--- src/rtl/tlfs_pkg.sv ---
package tlfs_pkg;

    // Sequencer phases: the four steady phases, then the transitions
    typedef enum logic [3:0] {
        PH_STOP        = 4'd0,
        PH_GO          = 4'd1,
        PH_WARN        = 4'd2,
        PH_XWALK       = 4'd3,
        PH_STOP_GO     = 4'd4,
        PH_STOP_GO_T   = 4'd5,
        PH_STOP_WARN   = 4'd6,
        PH_GO_WARN     = 4'd7,
        PH_WARN_STOP   = 4'd8,
        PH_WARN_STOP_T = 4'd9,
        PH_XWALK_GO    = 4'd10,
        PH_WARN_XWALK  = 4'd11
    } phase_t;

    // Configuration register indexes
    typedef enum logic [1:0] {
        REG_TOUCH_THRESHOLD = 2'd0,
        REG_MAIN_DWELL      = 2'd1,
        REG_WARN_DWELL      = 2'd2
    } reg_idx_t;

    localparam logic [15:0] TOUCH_THRESHOLD_RST = 16'd160;
    localparam logic [11:0] MAIN_DWELL_RST      = 12'd320;
    localparam logic [11:0] WARN_DWELL_RST      = 12'd80;

    localparam logic [11:0] TIMER_MAX     = 12'd4095;
    localparam logic [11:0] BLINK_OFF_END = 12'd4;
    localparam logic [11:0] BLINK_ON_END  = 12'd16;
    localparam logic [2:0]  BLINK_TOTAL   = 3'd5;
    localparam logic [15:0] XWALK_GREEN   = 16'd3000;
    localparam logic [15:0] XWALK_BLUE    = 16'd9000;

    // Configuration values seen by the step logic
    typedef struct packed {
        logic [15:0] touch_threshold;
        logic [11:0] main_dwell_ticks;
        logic [11:0] warning_dwell_ticks;
    } cfg_t;

    // Sequencer state carried from one evaluation to the next
    typedef struct packed {
        phase_t      phase;
        logic [11:0] tick_count;
        logic [3:0]  fade_step;
        logic [2:0]  blinks_done;
        logic        touch_seen;
        logic        button_pending;
        logic [15:0] saved_red;
        logic [15:0] saved_green;
        logic [15:0] red_level;
        logic [15:0] green_level;
        logic [15:0] blue_level;
    } state_t;

endpackage

--- src/rtl/tlfs_step.sv ---
// Next-state logic for one evaluation of the sequencer.
module tlfs_step #(
    parameter int FADE_STEPS = 15,
    parameter int DUTY_FULL  = 48000
) (
    input  tlfs_pkg::state_t cur,
    input  tlfs_pkg::cfg_t   cfg,
    input  logic             tick,
    input  logic [15:0]      touch_sample,
    input  logic             button_event,
    output tlfs_pkg::state_t nxt
);

    localparam logic signed [17:0] FULL_S     = 18'(DUTY_FULL);
    localparam logic signed [17:0] STEP_S     = 18'(DUTY_FULL >>> 4);
    localparam logic signed [17:0] XG_STEP_S  = 18'((DUTY_FULL - 3000) >>> 4);
    localparam logic signed [17:0] XB_STEP_S  = 18'(9000 >>> 4);
    localparam logic [3:0]         FADE_LAST  = 4'(FADE_STEPS);

    // Clamp a widened signed duty into 0..DUTY_FULL
    function automatic logic [15:0] clampd(input logic signed [17:0] v);
        logic [15:0] r;
        if (v < 18'sd0)
        begin
            r = 16'd0;
        end
        else if (v > FULL_S)
        begin
            r = 16'(FULL_S);
        end
        else
        begin
            r = v[15:0];
        end
        return r;
    endfunction

    // A sixteenth of the distance left from a saved level to full
    function automatic logic signed [17:0] remain16(input logic [15:0] saved);
        logic signed [17:0] d;
        d = FULL_S - $signed({2'b00, saved});
        if (d < 18'sd0)
        begin
            d = 18'sd0;
        end
        return d >>> 4;
    endfunction

    logic               pending;
    logic [11:0]        timer;
    logic               press;
    logic [3:0]         fs_inc;
    logic               fade_done;
    logic               ticked;
    logic signed [17:0] red_s;
    logic signed [17:0] green_s;
    logic signed [17:0] blue_s;

    // Inputs applied before the phase logic
    always_comb
    begin
        pending   = cur.button_pending | button_event;
        timer     = cur.tick_count;
        if (tick && (cur.tick_count != tlfs_pkg::TIMER_MAX))
        begin
            timer = cur.tick_count + 12'd1;
        end
        press     = (touch_sample > cfg.touch_threshold) || pending;
        ticked    = (timer != 12'd0);
        fs_inc    = cur.fade_step + 4'd1;
        fade_done = (fs_inc >= FADE_LAST);
        red_s     = $signed({2'b00, cur.red_level});
        green_s   = $signed({2'b00, cur.green_level});
        blue_s    = $signed({2'b00, cur.blue_level});
    end

    // Phase logic
    always_comb
    begin
        nxt                = cur;
        nxt.button_pending = pending;
        nxt.tick_count     = timer;
        case (cur.phase)
            tlfs_pkg::PH_STOP:
            begin
                if (press)
                begin
                    nxt.phase          = tlfs_pkg::PH_STOP_WARN;
                    nxt.touch_seen     = 1'b1;
                    nxt.button_pending = 1'b0;
                end
                else if (timer >= cfg.main_dwell_ticks)
                begin
                    nxt.tick_count = 12'd0;
                    nxt.phase      = tlfs_pkg::PH_STOP_GO;
                    nxt.touch_seen = 1'b0;
                end
            end
            tlfs_pkg::PH_GO:
            begin
                if (press)
                begin
                    nxt.phase          = tlfs_pkg::PH_GO_WARN;
                    nxt.touch_seen     = 1'b1;
                    nxt.button_pending = 1'b0;
                end
                else if (timer >= cfg.main_dwell_ticks)
                begin
                    nxt.tick_count = 12'd0;
                    nxt.phase      = tlfs_pkg::PH_GO_WARN;
                    nxt.touch_seen = 1'b0;
                end
            end
            tlfs_pkg::PH_WARN:
            begin
                if (press)
                begin
                    nxt.touch_seen     = 1'b1;
                    nxt.button_pending = 1'b0;
                    nxt.tick_count     = 12'd0;
                end
                else if (timer >= cfg.warning_dwell_ticks)
                begin
                    nxt.tick_count = 12'd0;
                    if (cur.touch_seen)
                    begin
                        nxt.phase      = tlfs_pkg::PH_WARN_XWALK;
                        nxt.touch_seen = 1'b0;
                    end
                    else
                    begin
                        nxt.phase = tlfs_pkg::PH_WARN_STOP;
                    end
                end
            end
            tlfs_pkg::PH_XWALK:
            begin
                // Off, then the walk colour, then count one blink
                if (ticked && (timer <= tlfs_pkg::BLINK_OFF_END))
                begin
                    nxt.red_level   = 16'd0;
                    nxt.green_level = 16'd0;
                    nxt.blue_level  = 16'd0;
                end
                else if (ticked && (timer <= tlfs_pkg::BLINK_ON_END))
                begin
                    nxt.red_level   = 16'd0;
                    nxt.green_level = tlfs_pkg::XWALK_GREEN;
                    nxt.blue_level  = tlfs_pkg::XWALK_BLUE;
                end
                else if (ticked)
                begin
                    nxt.tick_count  = 12'd0;
                    nxt.blinks_done = cur.blinks_done + 3'd1;
                    if ((cur.blinks_done + 3'd1) >= tlfs_pkg::BLINK_TOTAL)
                    begin
                        nxt.phase       = tlfs_pkg::PH_XWALK_GO;
                        nxt.blinks_done = 3'd0;
                    end
                end
            end
            tlfs_pkg::PH_STOP_GO:
            begin
                if (ticked)
                begin
                    if (press)
                    begin
                        nxt.phase          = tlfs_pkg::PH_STOP_GO_T;
                        nxt.touch_seen     = 1'b1;
                        nxt.button_pending = 1'b0;
                        nxt.saved_red      = cur.red_level;
                        nxt.saved_green    = cur.green_level;
                        nxt.fade_step      = 4'd0;
                        nxt.tick_count     = 12'd0;
                    end
                    else
                    begin
                        nxt.red_level   = clampd(red_s - STEP_S);
                        nxt.green_level = clampd(green_s + STEP_S);
                        nxt.blue_level  = 16'd0;
                        nxt.tick_count  = 12'd0;
                        nxt.fade_step   = fade_done ? 4'd0 : fs_inc;
                        nxt.phase       = fade_done ? tlfs_pkg::PH_GO : cur.phase;
                    end
                end
            end
            tlfs_pkg::PH_STOP_GO_T:
            begin
                if (ticked)
                begin
                    nxt.red_level   = clampd(red_s + remain16(cur.saved_red));
                    nxt.green_level = clampd(green_s + remain16(cur.saved_green));
                    nxt.blue_level  = 16'd0;
                    nxt.tick_count  = 12'd0;
                    nxt.fade_step   = fade_done ? 4'd0 : fs_inc;
                    nxt.phase       = fade_done ? tlfs_pkg::PH_WARN : cur.phase;
                end
            end
            tlfs_pkg::PH_STOP_WARN:
            begin
                if (ticked)
                begin
                    nxt.green_level = clampd(green_s + STEP_S);
                    nxt.blue_level  = 16'd0;
                    nxt.tick_count  = 12'd0;
                    nxt.fade_step   = fade_done ? 4'd0 : fs_inc;
                    nxt.phase       = fade_done ? tlfs_pkg::PH_WARN : cur.phase;
                end
            end
            tlfs_pkg::PH_GO_WARN:
            begin
                if (ticked)
                begin
                    if (press)
                    begin
                        nxt.touch_seen     = 1'b1;
                        nxt.button_pending = 1'b0;
                    end
                    nxt.red_level  = clampd(red_s + STEP_S);
                    nxt.blue_level = 16'd0;
                    nxt.tick_count = 12'd0;
                    nxt.fade_step  = fade_done ? 4'd0 : fs_inc;
                    nxt.phase      = fade_done ? tlfs_pkg::PH_WARN : cur.phase;
                end
            end
            tlfs_pkg::PH_WARN_STOP:
            begin
                if (ticked)
                begin
                    if (press)
                    begin
                        nxt.phase          = tlfs_pkg::PH_WARN_STOP_T;
                        nxt.touch_seen     = 1'b1;
                        nxt.button_pending = 1'b0;
                        nxt.saved_green    = cur.green_level;
                        nxt.fade_step      = 4'd0;
                        nxt.tick_count     = 12'd0;
                    end
                    else
                    begin
                        nxt.red_level   = 16'(FULL_S);
                        nxt.green_level = clampd(green_s - STEP_S);
                        nxt.blue_level  = 16'd0;
                        nxt.tick_count  = 12'd0;
                        nxt.fade_step   = fade_done ? 4'd0 : fs_inc;
                        nxt.phase       = fade_done ? tlfs_pkg::PH_STOP : cur.phase;
                    end
                end
            end
            tlfs_pkg::PH_WARN_STOP_T:
            begin
                if (ticked)
                begin
                    nxt.green_level = clampd(green_s + remain16(cur.saved_green));
                    nxt.blue_level  = 16'd0;
                    nxt.tick_count  = 12'd0;
                    nxt.fade_step   = fade_done ? 4'd0 : fs_inc;
                    nxt.phase       = fade_done ? tlfs_pkg::PH_WARN : cur.phase;
                end
            end
            tlfs_pkg::PH_XWALK_GO:
            begin
                if (ticked)
                begin
                    nxt.green_level = clampd(green_s + XG_STEP_S);
                    nxt.blue_level  = clampd(blue_s - XB_STEP_S);
                    nxt.red_level   = 16'd0;
                    nxt.tick_count  = 12'd0;
                    nxt.fade_step   = fade_done ? 4'd0 : fs_inc;
                    nxt.phase       = fade_done ? tlfs_pkg::PH_GO : cur.phase;
                    if (fade_done)
                    begin
                        nxt.button_pending = 1'b0;
                    end
                end
            end
            tlfs_pkg::PH_WARN_XWALK:
            begin
                if (ticked)
                begin
                    nxt.red_level   = clampd(red_s - STEP_S);
                    nxt.green_level = clampd(green_s - STEP_S);
                    nxt.blue_level  = 16'd0;
                    nxt.tick_count  = 12'd0;
                    nxt.fade_step   = fade_done ? 4'd0 : fs_inc;
                    nxt.phase       = fade_done ? tlfs_pkg::PH_XWALK : cur.phase;
                end
            end
            default:
            begin
                // Unused phase codes take only the tick and button updates.
            end
        endcase
    end

endmodule

--- src/rtl/traffic_light_fade_sequencer.sv ---
// Traffic-light fade sequencer. Each input beat is one evaluation carrying a
// tick flag, a touch sample and a button flag; each one produces exactly one
// output beat with the red, green and blue PWM compare values and the phase
// code. A beat is registered on entry, evaluated by the combinational step
// logic while it sits in the input register and written to the output
// register, so the block accepts a beat every cycle while the output side
// keeps up. The configuration port may be written only while no evaluation
// is in flight; an index of three is ignored.
module traffic_light_fade_sequencer #(
    parameter int FADE_STEPS = 15,
    parameter int DUTY_FULL  = 48000
) (
    input  logic        clk,
    input  logic        rst_n,
    // Input beats
    input  logic        s_tvalid,
    output logic        s_tready,
    // [0] tick, [16:1] touch_sample, [17] button_event, [23:18] zero
    input  logic [23:0] s_tdata,
    // Output beats
    output logic        m_tvalid,
    input  logic        m_tready,
    // [15:0] red_duty, [31:16] green_duty, [47:32] blue_duty, [51:48] phase,
    // [55:52] zero
    output logic [55:0] m_tdata,
    // Configuration writes
    input  logic        cfg_we,
    input  logic [1:0]  cfg_addr,
    input  logic [15:0] cfg_wdata
);

    tlfs_pkg::cfg_t   cfg_reg;
    tlfs_pkg::state_t state_reg;
    tlfs_pkg::state_t state_next;

    logic        in_valid_reg;
    logic        in_tick_reg;
    logic [15:0] in_touch_reg;
    logic        in_button_reg;
    logic        out_valid_reg;
    logic [51:0] out_data_reg;
    logic        advance;

    // The input stage moves on when the output register is free or draining
    assign advance  = in_valid_reg && (!out_valid_reg || m_tready);
    assign s_tready = !in_valid_reg || advance;
    assign m_tvalid = out_valid_reg;
    assign m_tdata  = {4'd0, out_data_reg};

    // Configuration registers
    always_ff @(posedge clk or negedge rst_n)
    begin
        if (!rst_n)
        begin
            cfg_reg.touch_threshold     <= tlfs_pkg::TOUCH_THRESHOLD_RST;
            cfg_reg.main_dwell_ticks    <= tlfs_pkg::MAIN_DWELL_RST;
            cfg_reg.warning_dwell_ticks <= tlfs_pkg::WARN_DWELL_RST;
        end
        else if (cfg_we)
        begin
            case (cfg_addr)
                tlfs_pkg::REG_TOUCH_THRESHOLD: cfg_reg.touch_threshold <= cfg_wdata;
                tlfs_pkg::REG_MAIN_DWELL:      cfg_reg.main_dwell_ticks <= cfg_wdata[11:0];
                tlfs_pkg::REG_WARN_DWELL:      cfg_reg.warning_dwell_ticks <= cfg_wdata[11:0];
                default:                       cfg_reg <= cfg_reg;
            endcase
        end
    end

    // Input register
    always_ff @(posedge clk or negedge rst_n)
    begin
        if (!rst_n)
        begin
            in_valid_reg <= 1'b0;
        end
        else if (s_tready)
        begin
            in_valid_reg <= s_tvalid;
        end
    end

    always_ff @(posedge clk)
    begin
        if (s_tvalid && s_tready)
        begin
            in_tick_reg   <= s_tdata[0];
            in_touch_reg  <= s_tdata[16:1];
            in_button_reg <= s_tdata[17];
        end
    end

    // One evaluation of the sequencer
    tlfs_step #(
        .FADE_STEPS (FADE_STEPS),
        .DUTY_FULL  (DUTY_FULL)
    ) u_step (
        .cur          (state_reg),
        .cfg          (cfg_reg),
        .tick         (in_tick_reg),
        .touch_sample (in_touch_reg),
        .button_event (in_button_reg),
        .nxt          (state_next)
    );

    // Sequencer state
    always_ff @(posedge clk or negedge rst_n)
    begin
        if (!rst_n)
        begin
            state_reg.phase          <= tlfs_pkg::PH_STOP;
            state_reg.tick_count     <= 12'd0;
            state_reg.fade_step      <= 4'd0;
            state_reg.blinks_done    <= 3'd0;
            state_reg.touch_seen     <= 1'b0;
            state_reg.button_pending <= 1'b0;
            state_reg.saved_red      <= 16'd0;
            state_reg.saved_green    <= 16'd0;
            state_reg.red_level      <= 16'(DUTY_FULL);
            state_reg.green_level    <= 16'd0;
            state_reg.blue_level     <= 16'd0;
        end
        else if (advance)
        begin
            state_reg <= state_next;
        end
    end

    // Output register
    always_ff @(posedge clk or negedge rst_n)
    begin
        if (!rst_n)
        begin
            out_valid_reg <= 1'b0;
        end
        else if (advance)
        begin
            out_valid_reg <= 1'b1;
        end
        else if (m_tready)
        begin
            out_valid_reg <= 1'b0;
        end
    end

    always_ff @(posedge clk)
    begin
        if (advance)
        begin
            out_data_reg <= {state_next.phase, state_next.blue_level,
                             state_next.green_level, state_next.red_level};
        end
    end

endmodule

--- config.mk ---
export PLATFORM = sky130hd
export DESIGN_NAME = traffic_light_fade_sequencer
export DESIGN_NICKNAME = d
export VERILOG_FILES = /design/src/rtl/tlfs_pkg.sv /design/src/rtl/tlfs_step.sv /design/src/rtl/traffic_light_fade_sequencer.sv
export SDC_FILE = /design/constraint.sdc
export NUM_CORES = 1
export LEC_CHECK = 0
export BUFFER_PORTS_ARGS = -buffer_cell sky130_fd_sc_hd__buf_2
export CELL_PAD_IN_SITES_DETAIL_PLACEMENT = 0
export CELL_PAD_IN_SITES_GLOBAL_PLACEMENT = 2
export CORE_ASPECT_RATIO = 2
export CORE_MARGIN = 5
export CORE_UTILIZATION = 38
export DETAILED_ROUTE_END_ITERATION = 8
export PLACE_DENSITY_LB_ADDON = 0.1
export SETUP_SLACK_MARGIN = 0.1
export SLEW_MARGIN = 5
export SYNTH_ARGS = -nofsm -noshare
export SYNTH_HDL_FRONTEND = slang
export SYNTH_SLANG_ARGS = --single-unit
--- constraint.sdc ---
create_clock -name clk -period 6.6 [get_ports clk]
set_input_delay 1.32 -clock clk [delete_from_list [all_inputs] [get_ports clk]]
set_output_delay 1.32 -clock clk [all_outputs]
set_load 0.005 [all_outputs]
Word level (Yosys, flattened, before mapping)
Cells that the tools add are included.
{"block": "classes", "reduce_logical": 29, "magnitude_cmp": 27, "bitwise_logic": 3, "n_eq_ne": 25, "addsub": 14, "n_mux": 87}
{"operator": "$mux 16", "n": 27}
{"operator": "$mux 48", "n": 7}
{"operator": "$pmux 16 s9", "n": 2}
{"operator": "$lt 18x1->1 const B", "n": 11}
{"operator": "$gt 18x17->1 const B", "n": 9}
{"operator": "$mux 20", "n": 7}
{"operator": "$pmux 16 s8", "n": 1}
{"operator": "$mux 18", "n": 7}
{"operator": "$pmux 16 s7", "n": 1}
{"operator": "$mux 82", "n": 1}
{"operator": "$mux 32", "n": 2}
{"operator": "$mux 64", "n": 1}
{"operator": "$add 17x14->18", "n": 3}
{"operator": "$add 16x12->17 const B", "n": 3}
{"operator": "$mux 12", "n": 4}
{"operator": "$mux 4", "n": 9}
{"operator": "$mux 34", "n": 1}
{"operator": "$sub 16x12->17 const B", "n": 2}
{"operator": "$sub 16x16->17 const A", "n": 2}
{"operator": "$pmux 16 s2", "n": 1}
{"operator": "$ge 12x12->1", "n": 2}
{"operator": "$pmux 4 s5", "n": 1}
{"operator": "$ne 2x1->1 const B", "n": 9}
{"operator": "$sub 16x10->17 const B", "n": 1}
{"operator": "40 further kinds", "n": 71}
{"block": "word_totals", "ff_bits": 217, "in_bits": 47, "output_inout_bits": 58, "wordCells": 205}

Longest topological paths before layout
{"block": "logic_depth", "word_depth": 12, "ltp_mapped": 22, "mapped_depth_nobuf": 21}

Modules after synthesis
From an unflattened synthesis, not the netlist that was laid out.
{"block": "hier_totals", "cells_unflattened": 2073, "hier_area_um2": 18357.6}
{"mod": "tlfs_step", "seq_area_each_um2": 0.0, "area_per_inst_um2": 10556.4, "n_inst": 1, "cells_per_inst": 1682}
{"mod": "traffic_light_fade_sequencer", "seq_area_each_um2": 5796.8, "area_per_inst_um2": 7801.2, "n_inst": 1, "cells_per_inst": 391}

Least setup slack after synthesis
OpenSTA, ideal clock, no wires.
{"block": "synth_path", "path_kind": "register to register", "start": "reg state_reg[51] in the netlist's numbering", "end": "reg out_data_reg[28], data pin", "setup_ns": 0.270, "t_arrival_ns": 5.264, "setup_slack_ns": 1.065, "path_stages_with_launch": 23, "path_buffers": 2, "synth_period_minus_slack_ns": 5.535, "t_required_ns": 6.330, "cell_sequence": "dfrtp_1 -> nor4_1 -> nand2b_1 -> or2_2 -> o21a_1 -> and3_1 -> o21a_1 -> and3_1 -> o21a_1 -> clkbuf_1 -> nor2_1 -> ha_1 -> buf_2 -> and3_1 -> and4_1 -> a221o_1 -> nand3_1 -> mux2_1 -> o22ai_1 -> nand2_1 -> or3_1 -> a211oi_1 -> o211ai_1"}
{"element": "start, declared", "line": "traffic_light_fade_sequencer.sv:33", "rtl": "tlfs_pkg::state_t state_reg;"}
{"element": "start signal, assigned", "line": "traffic_light_fade_sequencer.sv:125", "rtl": "state_reg <= state_next;"}
{"element": "end signal, assigned", "line": "traffic_light_fade_sequencer.sv:150", "rtl": "out_data_reg <= {state_next.phase, state_next.blue_level,"}
{"element": "end, declared", "line": "traffic_light_fade_sequencer.sv:41", "rtl": "logic [51:0] out_data_reg;"}

==> metrics.txt <==
RSZ-0062 raised after global routing=no; main combinational cell family by area after synthesis=compound AO/OA/AOI/OAI gates; Compound-Gate Fraction of Synth Area=26.4%; half-perimeter wire length after placement=53,600 µm; Min Clock Period, post-route=6200 ps; total placed cells including tap cells=2,814; number of synthesized flops with an enable pin=70; Die Ht=316 µm; Adder-Cell Fraction of Synth Area=5.85%; max reg flops=105; proportion of netlist area held by the largest area contributor=18.9%; DRC marker count from the first detailed-route iteration=1,184; Data arrival, critical path=6470 ps; Setup violations, final=0; normalized max-slew margin=21.6%; highest fanout seen on the critical path=10; count of buffers from port buffering=94; yosys warns=0; later-pin clock latency in the skew report=570 ps; Clock Tree Buf Depth=3; number of cells in the finished layout apart from fillers=2,855; remaining number of nets flagged by the antenna check after routing=0; number of buffers created by CTS=23; highest attainable clock frequency=161 MHz; area of the die=0.0514 mm²; simple logic cell fraction of the synthesized area=22.0%; overall track demand over capacity in global routing=26.9%; Hold Vio Cnt, Final=0; std cell rows=112; Mapped Area=0.0178 mm²; multi-input gate area in the final layout=0.0111 mm²; footprint of the flip-flops and latches=0.00580 mm²; first-pass iteration count of the detailed router=5; max-slew violation total from the final report=0; diode insertion count for antenna repair=0; via count of the routed design=17,200; placeable core area=0.0465 mm²; Ports=105; post-synthesis share of cell area spent on xor and xnor gates=4.53%; fill cell count=4,816; Avg Vias per Cell=6.02; number of global-route vias before repair=17,500; placement-stage worst setup slack=256 ps; Clock Tree Root=sky130_fd_sc_hd__clkbuf_16; Critical Path Source Type=register; Max Cap Violations=0; required time of the critical path=6860 ps; leading post-synthesis cells by cell area=sky130_fd_sc_hd__dfrtp_1 (19%), sky130_fd_sc_hd__edfxtp_1 (12%), sky130_fd_sc_hd__ha_1 (5.6%), sky130_fd_sc_hd__nand2_1 (5.0%), sky130_fd_sc_hd__nor2_1 (4.8%); type of the worst min-delay path=reg2reg; starting utilization of the core area=38.2%; cell taking the most area after synthesis=sky130_fd_sc_hd__dfrtp_1; async set or reset register ratio after synthesis=67.7%; H-tree levels=1; clock tree from TritonCTS=yes; first-pass GRT wire length=106,000 µm; Post-DP Area=0.0189 mm²; DRC violation count after routing=0; Worst Skew=45.1 ps; final layout net count=2,340; number of sinks driven by the clock tree=217; layout cells sized above 1=13.7%; logic depth of the worst register-to-register path=22; largest net degree at the start of global routing=99; PnR Total Power=11.4 mW; final weighted congestion in routability-driven placement=1.02; total global routing overflow=0; syn avg cell area=8.17 µm²; hold-critical path depth=2; fraction of the cycle the final worst path needs=94.0%; Worst Setup Slack, final=397 ps; area of all placed cells without fillers=0.0197 mm²; Distinct cells, synth=116; status=finished clean; critical path class=reg2reg; sequential cell area fraction in the yosys report=32.6%; horizontal die dimension=163 µm; mux contribution to synthesized area=3.11%; WL final=70,000 µm; count of mapped cells out of synthesis=2,175; Total Neg Setup Slack=0 ps; transition time at the pin with the least slew margin=1170 ps; dominant register cell in the synthesized netlist=sky130_fd_sc_hd__dfrtp_1; standby leakage power=8.25 nW; CP endpoint kind=register; initial antenna violation count=0; final hold slack=484 ps; power density normalized to cell area=578 mW/mm²; clock transition at the register clock pins on the worst setup and hold paths after CTS=70 ps; post-synthesis sequential element count=217; Area growth syn-to-layout=10.8%; Finished Core Util=42.3%; largest vdd supply drop=0.292 mV; wire per inst=24.5 µm
==> timing repair <==
action / 4_1_cts / 5_1_grt
hold buffers: 0 / 0
setup buffers: 0 / 0
resized for setup: 0 / 2
setup endpoints to repair: 0 / 5
==> cell type report <==
type,count,area share [%]
well taps,627,3.98
multi-input cells,1731,56.1
clock inverters,11,0.731
flip-flops and latches,217,29.4
clock buffers,30,3.32
repair buffers,156,4.79
inverters,83,1.60
==> cells by family after synthesis <==
| kind of cell | Yosys count |
|---|---|
| XOR/XNOR | 91 |
| adder cells (fa/ha/maj) | 82 |
| flip-flops | 217 |
| buffers and inverters | 230 |
| other | 1 |
| AND/OR/NAND/NOR | 806 |
| multiplexers | 50 |
| AO/OA/AOI/OAI | 698 |
==> layout by cell type (no fill, tap or decap), types with 14 or more instances in the layout <==
cell type                   Yosys  routed
sky130_fd_sc_hd__nor2_1       225     224
sky130_fd_sc_hd__ha_1          79      79
sky130_fd_sc_hd__or3_1         22      22
sky130_fd_sc_hd__nand4_1       37      37
sky130_fd_sc_hd__nand2b_1      35      35
sky130_fd_sc_hd__nand3_1       61      60
sky130_fd_sc_hd__a31oi_1       31      31
sky130_fd_sc_hd__xnor2_1       50      50
sky130_fd_sc_hd__mux2_2        41      41
sky130_fd_sc_hd__o21a_1        19      19
sky130_fd_sc_hd__xor2_1        40      39
sky130_fd_sc_hd__edfxtp_1      70      70
sky130_fd_sc_hd__nor3_1        62      62
sky130_fd_sc_hd__buf_4         13      62
sky130_fd_sc_hd__inv_1         81      80
sky130_fd_sc_hd__a211oi_1      30      29
sky130_fd_sc_hd__a21o_1        36      36
sky130_fd_sc_hd__and2_1        16      16
sky130_fd_sc_hd__o21ai_1       15      15
sky130_fd_sc_hd__a21oi_1      155     153
sky130_fd_sc_hd__buf_2         36      93
sky130_fd_sc_hd__nand2_1      235     234
sky130_fd_sc_hd__o22ai_1       20      20
sky130_fd_sc_hd__o211ai_1      21      21
sky130_fd_sc_hd__and3_1        14      14
sky130_fd_sc_hd__o21ai_0      160     160
sky130_fd_sc_hd__clkbuf_16      0      25
sky130_fd_sc_hd__dfrtp_1      134     134
sky130_fd_sc_hd__nor4_1        23      23
sky130_fd_sc_hd__o31ai_1       21      21
==> path summary, 6_finish.rpt <==
kind / startpoint / end / slack, ps
worst max-delay path: state_reg[51] / out_data_reg[28] / 400
worst min-delay path: state_reg[51] / state_reg[51] / 480
worst max register to register: state_reg[51] / out_data_reg[28] / 400
worst min register to register: state_reg[51] / state_reg[51] / 480
max in group asynchronous: rst_n / state_reg[79] / 4460
min in group asynchronous: rst_n / state_reg[62] / 830
==> synth_stat cells (21+ instances only) <==
master / number
sky130_fd_sc_hd__a211oi_1: 30
sky130_fd_sc_hd__a21o_1: 36
sky130_fd_sc_hd__a21oi_1: 155
sky130_fd_sc_hd__a31oi_1: 31
sky130_fd_sc_hd__buf_2: 36
sky130_fd_sc_hd__clkbuf_1: 83
sky130_fd_sc_hd__dfrtp_1: 134
sky130_fd_sc_hd__edfxtp_1: 70
sky130_fd_sc_hd__ha_1: 79
sky130_fd_sc_hd__inv_1: 81
sky130_fd_sc_hd__mux2_2: 41
sky130_fd_sc_hd__nand2_1: 235
sky130_fd_sc_hd__nand2b_1: 35
sky130_fd_sc_hd__nand3_1: 61
sky130_fd_sc_hd__nand4_1: 37
sky130_fd_sc_hd__nor2_1: 225
sky130_fd_sc_hd__nor3_1: 62
sky130_fd_sc_hd__nor4_1: 23
sky130_fd_sc_hd__o211ai_1: 21
sky130_fd_sc_hd__o21ai_0: 160
sky130_fd_sc_hd__o31ai_1: 21
sky130_fd_sc_hd__or3_1: 22
sky130_fd_sc_hd__xnor2_1: 50
sky130_fd_sc_hd__xor2_1: 40
==> power breakdown <==
group          switching [mW]  total, mW  internal (mW)  leakage [nW]
Clock                   0.592       1.41          0.821         0.393
Sequential              0.539       2.42           1.88          2.54
Combinational            4.93       7.55           2.62          5.32
Total                    6.06       11.4           5.32          8.25
==> routing by layer <==
metal	vias up	GRT usage [%]	wire, µm
met1	8251	27.3	24100
met4	0	19.0	6070
met5	-	0	0
met3	229	3.21	3000
li1	8116	-	-
met2	577	50.2	36800
==> worst max-delay path: stages, from the launching register on <==
cell                       delay, ps
sky130_fd_sc_hd__dfrtp_1         380
sky130_fd_sc_hd__nor4_1          320
sky130_fd_sc_hd__buf_4           170
sky130_fd_sc_hd__nand2b_1         80
sky130_fd_sc_hd__or2_2           320
sky130_fd_sc_hd__o21a_1          210
sky130_fd_sc_hd__and3_1          210
sky130_fd_sc_hd__o21a_1          230
sky130_fd_sc_hd__and3_1          260
sky130_fd_sc_hd__o21a_1          350
sky130_fd_sc_hd__nor2_1          170
sky130_fd_sc_hd__ha_1            250
sky130_fd_sc_hd__a21oi_1         310
sky130_fd_sc_hd__o211ai_1        220
sky130_fd_sc_hd__a221o_1         430
sky130_fd_sc_hd__nand3_1         130
sky130_fd_sc_hd__mux2_1          350
sky130_fd_sc_hd__o22ai_1         230
sky130_fd_sc_hd__nand2_1         260
sky130_fd_sc_hd__or3_1           430
sky130_fd_sc_hd__a211oi_2        350
sky130_fd_sc_hd__buf_4           170
sky130_fd_sc_hd__o211ai_1         90
(Power assumes the default switching activity.)
